### config.mk
export PLATFORM = sky130hd
export DESIGN_NAME = motor_command_frame_encoder_flat
export DESIGN_NICKNAME = d
export VERILOG_FILES = /design/src/hw/rtl/mcfe_pkg.sv /design/src/hw/rtl/mcfe_cmd_if.sv /design/src/hw/rtl/mcfe_byte_if.sv /design/src/hw/rtl/mcfe_front.sv /design/src/hw/rtl/mcfe_queue.sv /design/src/hw/rtl/mcfe_back.sv /design/src/hw/rtl/motor_command_frame_encoder.sv /design/src/flat_wrapper.sv
export SDC_FILE = /design/constraint.sdc
export NUM_CORES = 1
export LEC_CHECK = 0
export BUFFER_PORTS_ARGS = -buffer_cell sky130_fd_sc_hd__buf_4
export CAP_MARGIN = 20
export CORE_ASPECT_RATIO = 2
export CORE_UTILIZATION = 59
export CTS_CLUSTER_DIAMETER = 150
export DETAILED_ROUTE_END_ITERATION = 8
export PLACE_DENSITY = 0.79
export SETUP_SLACK_MARGIN = 0.4
export SLEW_MARGIN = 10
export SYNTH_ARGS = -nofsm -noshare
export SYNTH_HDL_FRONTEND = slang
export SYNTH_SLANG_ARGS = --single-unit
### constraint.sdc
create_clock -name clk -period 5.6 [get_ports clk]
set_input_delay 1.68 -clock clk [delete_from_list [all_inputs] [get_ports clk]]
set_output_delay 1.68 -clock clk [all_outputs]
set_load 0.01 [all_outputs]
### src/hw/rtl/mcfe_pkg.sv
package mcfe_pkg;

  localparam int FRAME_LEN   = 10;
  localparam int IDX_W       = 4;
  localparam int QUEUE_DEPTH = 2;
  localparam int QPTR_W      = 1;
  localparam int QCNT_W      = 2;

  localparam logic [IDX_W-1:0] LAST_IDX = IDX_W'(FRAME_LEN - 1);
  localparam logic [QPTR_W-1:0] QPTR_LAST = QPTR_W'(QUEUE_DEPTH - 1);
  localparam logic [QCNT_W-1:0] QCNT_FULL = QCNT_W'(QUEUE_DEPTH);

  localparam logic [7:0] OP_DRIVE    = 8'h64;
  localparam logic [7:0] OP_QUERY    = 8'h74;
  localparam logic [7:0] OP_SET_MODE = 8'hA0;
  localparam logic [7:0] SYNC_0      = 8'hAA;
  localparam logic [7:0] SYNC_1      = 8'h55;
  localparam logic [7:0] SYNC_2      = 8'h53;
  localparam logic [7:0] CHECK_ADDR  = 8'hC8;
  localparam logic [7:0] CRC_POLY    = 8'h8C;

  typedef enum logic [2:0] {
    KIND_DRIVE    = 3'd0,
    KIND_QUERY    = 3'd1,
    KIND_SET_MODE = 3'd2,
    KIND_SET_ID   = 3'd3,
    KIND_CHECK    = 3'd4
  } kind_t;

  typedef struct packed {
    kind_t       kind;
    logic [7:0]  motor_id;
    logic [15:0] speed;
    logic [7:0]  accel;
    logic [7:0]  brake;
    logic [7:0]  mode;
  } cmd_t;

  // reflected CRC-8, one byte folded in
  function automatic logic [7:0] crc8_update(input logic [7:0] crc, input logic [7:0] data);
    logic [7:0] c;
    c = crc ^ data;
    for (int b = 0; b < 8; b++) begin
      c = c[0] ? ((c >> 1) ^ CRC_POLY) : (c >> 1);
    end
    return c;
  endfunction

  // byte idx of the frame; crc is the running CRC over bytes 0 .. idx-1
  function automatic logic [7:0] frame_byte(input cmd_t cmd, input logic [IDX_W-1:0] idx,
                                            input logic [7:0] crc);
    logic [7:0] v;
    v = 8'h00;
    case (cmd.kind)
      KIND_DRIVE: begin
        case (idx)
          4'd0: v = cmd.motor_id;
          4'd1: v = OP_DRIVE;
          4'd2: v = cmd.speed[15:8];
          4'd3: v = cmd.speed[7:0];
          4'd6: v = cmd.accel;
          4'd7: v = cmd.brake;
          4'd9: v = crc;
          default: v = 8'h00;
        endcase
      end
      KIND_QUERY: begin
        case (idx)
          4'd0: v = cmd.motor_id;
          4'd1: v = OP_QUERY;
          4'd9: v = crc;
          default: v = 8'h00;
        endcase
      end
      KIND_SET_MODE: begin
        case (idx)
          4'd0: v = cmd.motor_id;
          4'd1: v = OP_SET_MODE;
          4'd9: v = cmd.mode;
          default: v = 8'h00;
        endcase
      end
      KIND_SET_ID: begin
        case (idx)
          4'd0: v = SYNC_0;
          4'd1: v = SYNC_1;
          4'd2: v = SYNC_2;
          4'd3: v = cmd.motor_id;
          default: v = 8'h00;
        endcase
      end
      KIND_CHECK: begin
        case (idx)
          4'd0: v = CHECK_ADDR;
          4'd1: v = OP_DRIVE;
          4'd9: v = crc;
          default: v = 8'h00;
        endcase
      end
      default: v = 8'h00;
    endcase
    return v;
  endfunction

endpackage

### src/hw/rtl/mcfe_cmd_if.sv
interface mcfe_cmd_if;
  logic        valid;
  logic        ready;
  logic [2:0]  req_type;
  logic [7:0]  motor_id;
  logic [15:0] speed;
  logic [7:0]  accel;
  logic [7:0]  brake;
  logic [7:0]  mode;

  modport source (output valid, req_type, motor_id, speed, accel, brake, mode, input ready);
  modport sink   (input valid, req_type, motor_id, speed, accel, brake, mode, output ready);
endinterface

### src/hw/rtl/mcfe_byte_if.sv
interface mcfe_byte_if;
  logic       valid;
  logic       ready;
  logic [7:0] tx_byte;
  logic       frame_end;

  modport source (output valid, tx_byte, frame_end, input ready);
  modport sink   (input valid, tx_byte, frame_end, output ready);
endinterface

### src/hw/rtl/mcfe_front.sv
module mcfe_front (
  mcfe_cmd_if.sink    cmd,
  input  logic        q_full,
  output logic        q_push,
  output mcfe_pkg::cmd_t q_data
);

  logic kind_ok;

  always_comb begin
    case (cmd.req_type) inside
      [3'd0:3'd4]: kind_ok = 1'b1;
      default:     kind_ok = 1'b0;
    endcase
  end

  // undefined kinds are taken and dropped
  assign cmd.ready = !q_full;
  assign q_push    = cmd.valid && !q_full && kind_ok;

  always_comb begin
    q_data.kind     = mcfe_pkg::kind_t'(cmd.req_type);
    q_data.motor_id = cmd.motor_id;
    q_data.speed    = cmd.speed;
    q_data.accel    = cmd.accel;
    q_data.brake    = cmd.brake;
    q_data.mode     = cmd.mode;
  end

endmodule

### src/hw/rtl/mcfe_queue.sv
module mcfe_queue (
  input  logic           clk,
  input  logic           rst,
  input  logic           push,
  input  mcfe_pkg::cmd_t wr_data,
  input  logic           pop,
  output mcfe_pkg::cmd_t rd_data,
  output logic           full,
  output logic           empty
);

  mcfe_pkg::cmd_t mem [mcfe_pkg::QUEUE_DEPTH];
  logic [mcfe_pkg::QPTR_W-1:0] wr_ptr;
  logic [mcfe_pkg::QPTR_W-1:0] rd_ptr;
  logic [mcfe_pkg::QCNT_W-1:0] count;

  assign full    = (count == mcfe_pkg::QCNT_FULL);
  assign empty   = (count == '0);
  assign rd_data = mem[rd_ptr];

  always_ff @(posedge clk) begin
    if (push) begin
      mem[wr_ptr] <= wr_data;
    end
  end

  always_ff @(posedge clk) begin
    if (rst) begin
      wr_ptr <= '0;
      rd_ptr <= '0;
      count  <= '0;
    end else begin
      if (push) begin
        wr_ptr <= (wr_ptr == mcfe_pkg::QPTR_LAST) ? '0 : wr_ptr + 1'b1;
      end
      if (pop) begin
        rd_ptr <= (rd_ptr == mcfe_pkg::QPTR_LAST) ? '0 : rd_ptr + 1'b1;
      end
      case ({push, pop})
        2'b10:   count <= count + 1'b1;
        2'b01:   count <= count - 1'b1;
        default: count <= count;
      endcase
    end
  end

endmodule

### src/hw/rtl/mcfe_back.sv
module mcfe_back (
  input  logic           clk,
  input  logic           rst,
  input  logic           q_empty,
  input  mcfe_pkg::cmd_t q_data,
  output logic           q_pop,
  mcfe_byte_if.source    tx
);

  mcfe_pkg::cmd_t              cur;
  logic                        active;
  logic [mcfe_pkg::IDX_W-1:0]  idx;
  logic [7:0]                  crc;
  logic                        out_valid;
  logic [7:0]                  out_byte;
  logic                        out_end;

  logic       load;
  logic       emit;
  logic       last;
  logic [7:0] byte_next;

  assign load      = !out_valid || tx.ready;
  assign emit      = active && load;
  assign last      = (idx == mcfe_pkg::LAST_IDX);
  assign byte_next = mcfe_pkg::frame_byte(cur, idx, crc);
  // fetch the next command as the last byte goes out, so frames run back to back
  assign q_pop     = !q_empty && (!active || (emit && last));

  assign tx.valid     = out_valid;
  assign tx.tx_byte   = out_byte;
  assign tx.frame_end = out_end;

  always_ff @(posedge clk) begin
    if (rst) begin
      active    <= 1'b0;
      out_valid <= 1'b0;
      idx       <= '0;
    end else begin
      if (q_pop) begin
        active <= 1'b1;
        idx    <= '0;
      end else if (emit) begin
        if (last) begin
          active <= 1'b0;
        end
        idx <= idx + 1'b1;
      end
      if (emit) begin
        out_valid <= 1'b1;
      end else if (tx.ready) begin
        out_valid <= 1'b0;
      end
    end
  end

  always_ff @(posedge clk) begin
    if (q_pop) begin
      cur <= q_data;
      crc <= 8'h00;
    end else if (emit) begin
      crc <= mcfe_pkg::crc8_update(crc, byte_next);
    end
    if (emit) begin
      out_byte <= byte_next;
      out_end  <= last;
    end
  end

endmodule

### src/hw/rtl/motor_command_frame_encoder.sv
// channel | dir | fields                                       | item
// --------+-----+----------------------------------------------+---------------------
// cmd     | in  | req_type motor_id speed accel brake mode      | one motor command
// tx      | out | tx_byte frame_end                             | one frame byte
//
// Each valid command yields ten tx items, one per cycle while tx is ready, all sent by
// the single byte serialiser in the back end, with frames running back to back.
// A two-entry command queue lets cmd be taken while a frame is still going out.
// Commands with an undefined kind are taken and produce no bytes.
// Synchronous reset empties the queue and the output register; no clearing pass.
module motor_command_frame_encoder (
  input logic         clk,
  input logic         rst,
  mcfe_cmd_if.sink    cmd,
  mcfe_byte_if.source tx
);

  logic           q_push;
  logic           q_pop;
  logic           q_full;
  logic           q_empty;
  mcfe_pkg::cmd_t q_wr;
  mcfe_pkg::cmd_t q_rd;

  mcfe_front u_front (
    .cmd    (cmd),
    .q_full (q_full),
    .q_push (q_push),
    .q_data (q_wr)
  );

  mcfe_queue u_queue (
    .clk     (clk),
    .rst     (rst),
    .push    (q_push),
    .wr_data (q_wr),
    .pop     (q_pop),
    .rd_data (q_rd),
    .full    (q_full),
    .empty   (q_empty)
  );

  mcfe_back u_back (
    .clk     (clk),
    .rst     (rst),
    .q_empty (q_empty),
    .q_data  (q_rd),
    .q_pop   (q_pop),
    .tx      (tx)
  );

endmodule

### src/flat_wrapper.sv
// flat-port wrapper written by rule: the top's interface ports become plain ports
module motor_command_frame_encoder_flat 
  (clk, rst, cmd_valid, cmd_req_type, cmd_motor_id, cmd_speed, cmd_accel, cmd_brake, cmd_mode, cmd_ready, tx_valid, tx_tx_byte, tx_frame_end, tx_ready);
  mcfe_cmd_if cmd_i ();
  mcfe_byte_if tx_i ();
  input logic clk;
  input logic rst;
  input wire logic [$bits(cmd_i.valid)-1:0] cmd_valid;
  input wire logic [$bits(cmd_i.req_type)-1:0] cmd_req_type;
  input wire logic [$bits(cmd_i.motor_id)-1:0] cmd_motor_id;
  input wire logic [$bits(cmd_i.speed)-1:0] cmd_speed;
  input wire logic [$bits(cmd_i.accel)-1:0] cmd_accel;
  input wire logic [$bits(cmd_i.brake)-1:0] cmd_brake;
  input wire logic [$bits(cmd_i.mode)-1:0] cmd_mode;
  output wire logic [$bits(cmd_i.ready)-1:0] cmd_ready;
  output wire logic [$bits(tx_i.valid)-1:0] tx_valid;
  output wire logic [$bits(tx_i.tx_byte)-1:0] tx_tx_byte;
  output wire logic [$bits(tx_i.frame_end)-1:0] tx_frame_end;
  input wire logic [$bits(tx_i.ready)-1:0] tx_ready;
  assign cmd_i.valid = cmd_valid;
  assign cmd_i.req_type = cmd_req_type;
  assign cmd_i.motor_id = cmd_motor_id;
  assign cmd_i.speed = cmd_speed;
  assign cmd_i.accel = cmd_accel;
  assign cmd_i.brake = cmd_brake;
  assign cmd_i.mode = cmd_mode;
  assign cmd_ready = cmd_i.ready;
  assign tx_valid = tx_i.valid;
  assign tx_tx_byte = tx_i.tx_byte;
  assign tx_frame_end = tx_i.frame_end;
  assign tx_i.ready = tx_ready;
  motor_command_frame_encoder u_core (.clk(clk), .rst(rst), .cmd(cmd_i), .tx(tx_i));
endmodule
==> summary.md <==
| Metric | Value |
|---|---|
| CP startpoint kind | flip-flop |
| Pint | 0.00336 W |
| Cell area after synthesis | about 0.0076 sq mm |
| Area Growth Syn to Fin | 15.5% |
| Via density | between 6 and 7 |
| Layout cells sized above 1 | between 30% and 40% |
| Slew Viols, Final | 0 |
| EDFF count, synth | roughly 160 |
| Arr. time, crit path | 3.85 ns |
| Worst Path Required | between 5 and 6 ns |
| Clock skew | roughly 0.013 ns |
| Post-synthesis cell count | about 490 |
| Combinational Power Share | 35.9% |
| Clk_lat worst skew | between 0.4 and 0.5 ns |
| Critical path buffer and inverter count | 0 |
| Vias in the first global route | 4566 |
| Antenna fix cells | 0 |
| CP max stage cell | ha_1 |
| Sw frac | between 30% and 40% |
| Minimum clock period after layout | about 3.5 ns |
| Routability-driven placement congestion ratio | ~0.91 |
| Fin crit share | around 63% |
| ANT nets after route | 0 |
| Max-Cap Viols | 0 |
| Leakage power | 3.06 nW |
| First-pass GRT wire length | about 23000 um |
| Hold Path Class | flip-flop to flip-flop |
| Die Span Y | 163 um |
| Drt pass-1 iters | 5 |
| Grt total ovfl | 0 |
| Num rows | slightly below 60 |
| WHS | 0.482 ns |
| Drt initial violations | 420 |
| Seq pwr share | 41.7% |
| Warnings, synthesis | 0 |
| Post-Syn Nets | ~550 |
| Number of setup buffers added after CTS | 0 |
| Final #Nets | roughly 620 |
| Core footprint | 0.0126 sq mm |
| Cell area after layout | 0.00880 sq mm |
| Crit. End Element | flip-flop |
| Synth Register Bits | 180 |
| Synth Flop Type | edfxtp_1 |
| Post-synthesis sequential area ratio | 68.6% |
| Crit-path cells | ha_1 > nor2_1 > nor4b_2 > or2_4 > a21oi_1 > o21ai_1 > xor2_1 > xnor3_1 > o31ai_1 |
| Async set-reset flop share out of synthesis | 0% |
| Max VDD drop | slightly above 0.5 mV |
| Placed cell area | ~0.008 sq mm |
| Final TNS setup | 0 ns |
| IO Count | between 60 and 70 |
| Routed WL | around 15000 um |
| Post-cts resize count | 0 |
| Clk slew on worst S/H paths | roughly 0.08 ns |
| CP top delay family | simple AND/OR/NAND/NOR gates |
| Clk pwr share | approximately 22% |
| Slew margin rel. | a little over a third |
| Critical path fanouts, max | 25 |
| Largest net degree at the start of global routing | 60 |
| Pwr dens | 582 mW/mm^2 |
| Final setup viols | 0 |
| Worst-margin pin slew | between 0.9 and 1 ns |
| Initial Util | roughly 61% |
| Worst path max stage delay | roughly 0.83 ns |
| Worst-case clock buffer depth | 2 |
| Antenna violations before repair | 0 |
| Run status | finished, final reports clean |
| Die X | between 80 and 90 um |
| # fillers | between 800 and 900 |
| # clock sinks | 180 |
| Max Fclk | between 0.2 and 0.3 GHz |
| Hold Vio Cnt, Final | 0 |
| DRC | 0 |
| Type of the worst setup path | flip-flop to flip-flop |
| H-tree levels | 4 |
| RSZ-0062 raised after global routing | false |
| Die area | between 0.01 and 0.015 sq mm |
| Most common cell after layout, fill and taps aside | edfxtp_1 |
| GRT Total Usage | between 20% and 30% |
| Root Driver | clkbuf_16 |
| PortBufs | 65 |
| DR WL/cell | between 20 and 25 um |
| Most frequent cells in the layout | edfxtp_1 (162), buf_4 (70), mux2_2 (51), a21oi_1 (27), nor2_1 (18) |
| CTS tree | done |
| Cts bufs inserted | 17 |
| CTS Hold Bufs | 0 |
| Switch Pwr | about 0.0018 W |
| Avg Cell Area, Syn | 15.6 sq um |
| Hpwl dp | about 10000 um |
| Vias | between 4000 and 5000 |
| Synth cell types | 73 |
registers in the layout (all words and copies together) (netlist names):
name	count
u_core.u_queue.rd_ptr	1
u_core.u_back.active	1
u_core.u_queue.mem	102
u_core.u_back.tx.valid	1
u_core.u_back.tx.tx_byte	8
u_core.u_back.idx	4
u_core.u_back.cur	51
u_core.u_back.tx.frame_end	1
u_core.u_queue.count	2
u_core.u_back.crc	8
u_core.u_queue.wr_ptr	1
metrics by stage:
stage	std cells	total power (W)	setup WS, ns	utilization, %
after floorplan	489	0.00350	0.936	-
after global placement	686	0.00393	2.15	65.4
after detailed placement	686	0.00398	2.06	65.4
after CTS	718	0.00514	2.18	70.1
after global routing	718	0.00537	1.86	70.1
final	718	0.00512	2.09	70.1
kinds of logic after synthesis:
family / Yosys count / synth area share, %
adder cells (fa/ha/maj): 6 / 0.952
multiplexers: 54 / 7.93
AND/OR/NAND/NOR: 87 / 6.32
AO/OA/AOI/OAI: 101 / 9.83
flip-flops: 180 / 68.6
XOR/XNOR: 25 / 3.99
buffers and inverters: 36 / 2.41
routing by layer:
layer / vias up / part of all wire, % / GRT usage, %
met1: 2129 / 34 / 25.3
met3: 67 / 3.9 / 5.43
met4: 0 / 6.9 / 19.2
li1: 2018 / - / -
met2: 154 / 55 / 43.3
met5: - / 0 / 0
final cells by class:
type / count / area (sq um) / area share [%]
sequential: 180 / 5230 / 59.4
multi-input combinational: 273 / 2230 / 25.3
timing repair buffer: 70 / 526 / 5.97
clock buffer: 18 / 429 / 4.88
tap: 150 / 188 / 2.13
clock inverter: 14 / 158 / 1.79
inverter: 13 / 48.8 / 0.554
cell usage after synthesis, types with 3 or more instances:
library cell | number | share of area, %
edfxtp_1 | 162 | 64
mux2_2 | 51 | 7.5
a21oi_1 | 27 | 1.8
nor2_1 | 20 | 0.99
dfxtp_1 | 18 | 4.7
nand2_1 | 15 | 0.74
nor3_1 | 11 | 0.72
o21ai_0 | 11 | 0.72
xnor2_1 | 11 | 1.3
a22oi_1 | 10 | 0.99
buf_2 | 9 | 0.59
inv_1 | 9 | 0.44
nand3_1 | 9 | 0.59
clkbuf_1 | 8 | 0.39
nand2b_1 | 7 | 0.57
xor2_1 | 7 | 0.80
a211oi_1 | 6 | 0.59
ha_1 | 5 | 0.82
o22ai_1 | 5 | 0.41
a221oi_1 | 4 | 0.46
buf_6 | 4 | 0.59
nor2b_1 | 4 | 0.33
o21ai_1 | 4 | 0.26
xnor3_1 | 4 | 1.2
mux2i_1 | 3 | 0.39
o211ai_1 | 3 | 0.30
power groups by stage:
stage | Combinational, W | Sequential, W | Clock, W
3_5_place_dp | 0.00183 | 0.00215 | 0
4_1_cts | 0.00184 | 0.00213 | 0.00117
2_1_floorplan | 0.00143 | 0.00208 | 0
3_3_place_gp | 0.00179 | 0.00215 | 0
5_1_grt | 0.00200 | 0.00216 | 0.00121
6_report | 0.00184 | 0.00214 | 0.00115
worst paths after layout:
| check | endpoint | slack, ns | start | cells past startpoint |
|---|---|---|---|---|
| setup / recovery | u_core.u_back.crc[5]$_SDFFE_PP0P_ | 2.09 | u_core.u_back.idx[0]$_SDFFE_PP0P_ | 9 |
| hold / removal | u_core.u_back.tx.valid$_SDFFE_PP0P_ | 0.48 | u_core.u_back.active$_SDFFE_PP0P_ | 2 |
| setup reg to reg | u_core.u_back.crc[5]$_SDFFE_PP0P_ | 2.09 | u_core.u_back.idx[0]$_SDFFE_PP0P_ | 9 |
| hold reg to reg | u_core.u_back.tx.valid$_SDFFE_PP0P_ | 0.48 | u_core.u_back.active$_SDFFE_PP0P_ | 2 |
worst reg2reg max path, delay by kind of cell (launching register included):
family                   cells  cell delay [ns]
AND/OR/NAND/NOR              3             0.86
AO/OA/AOI/OAI                3             0.55
flip-flops                   1             0.44
XOR/XNOR                     2             0.73
adder cells (fa/ha/maj)      1             0.84
Note: power is estimated with default switching activity, not from simulation.
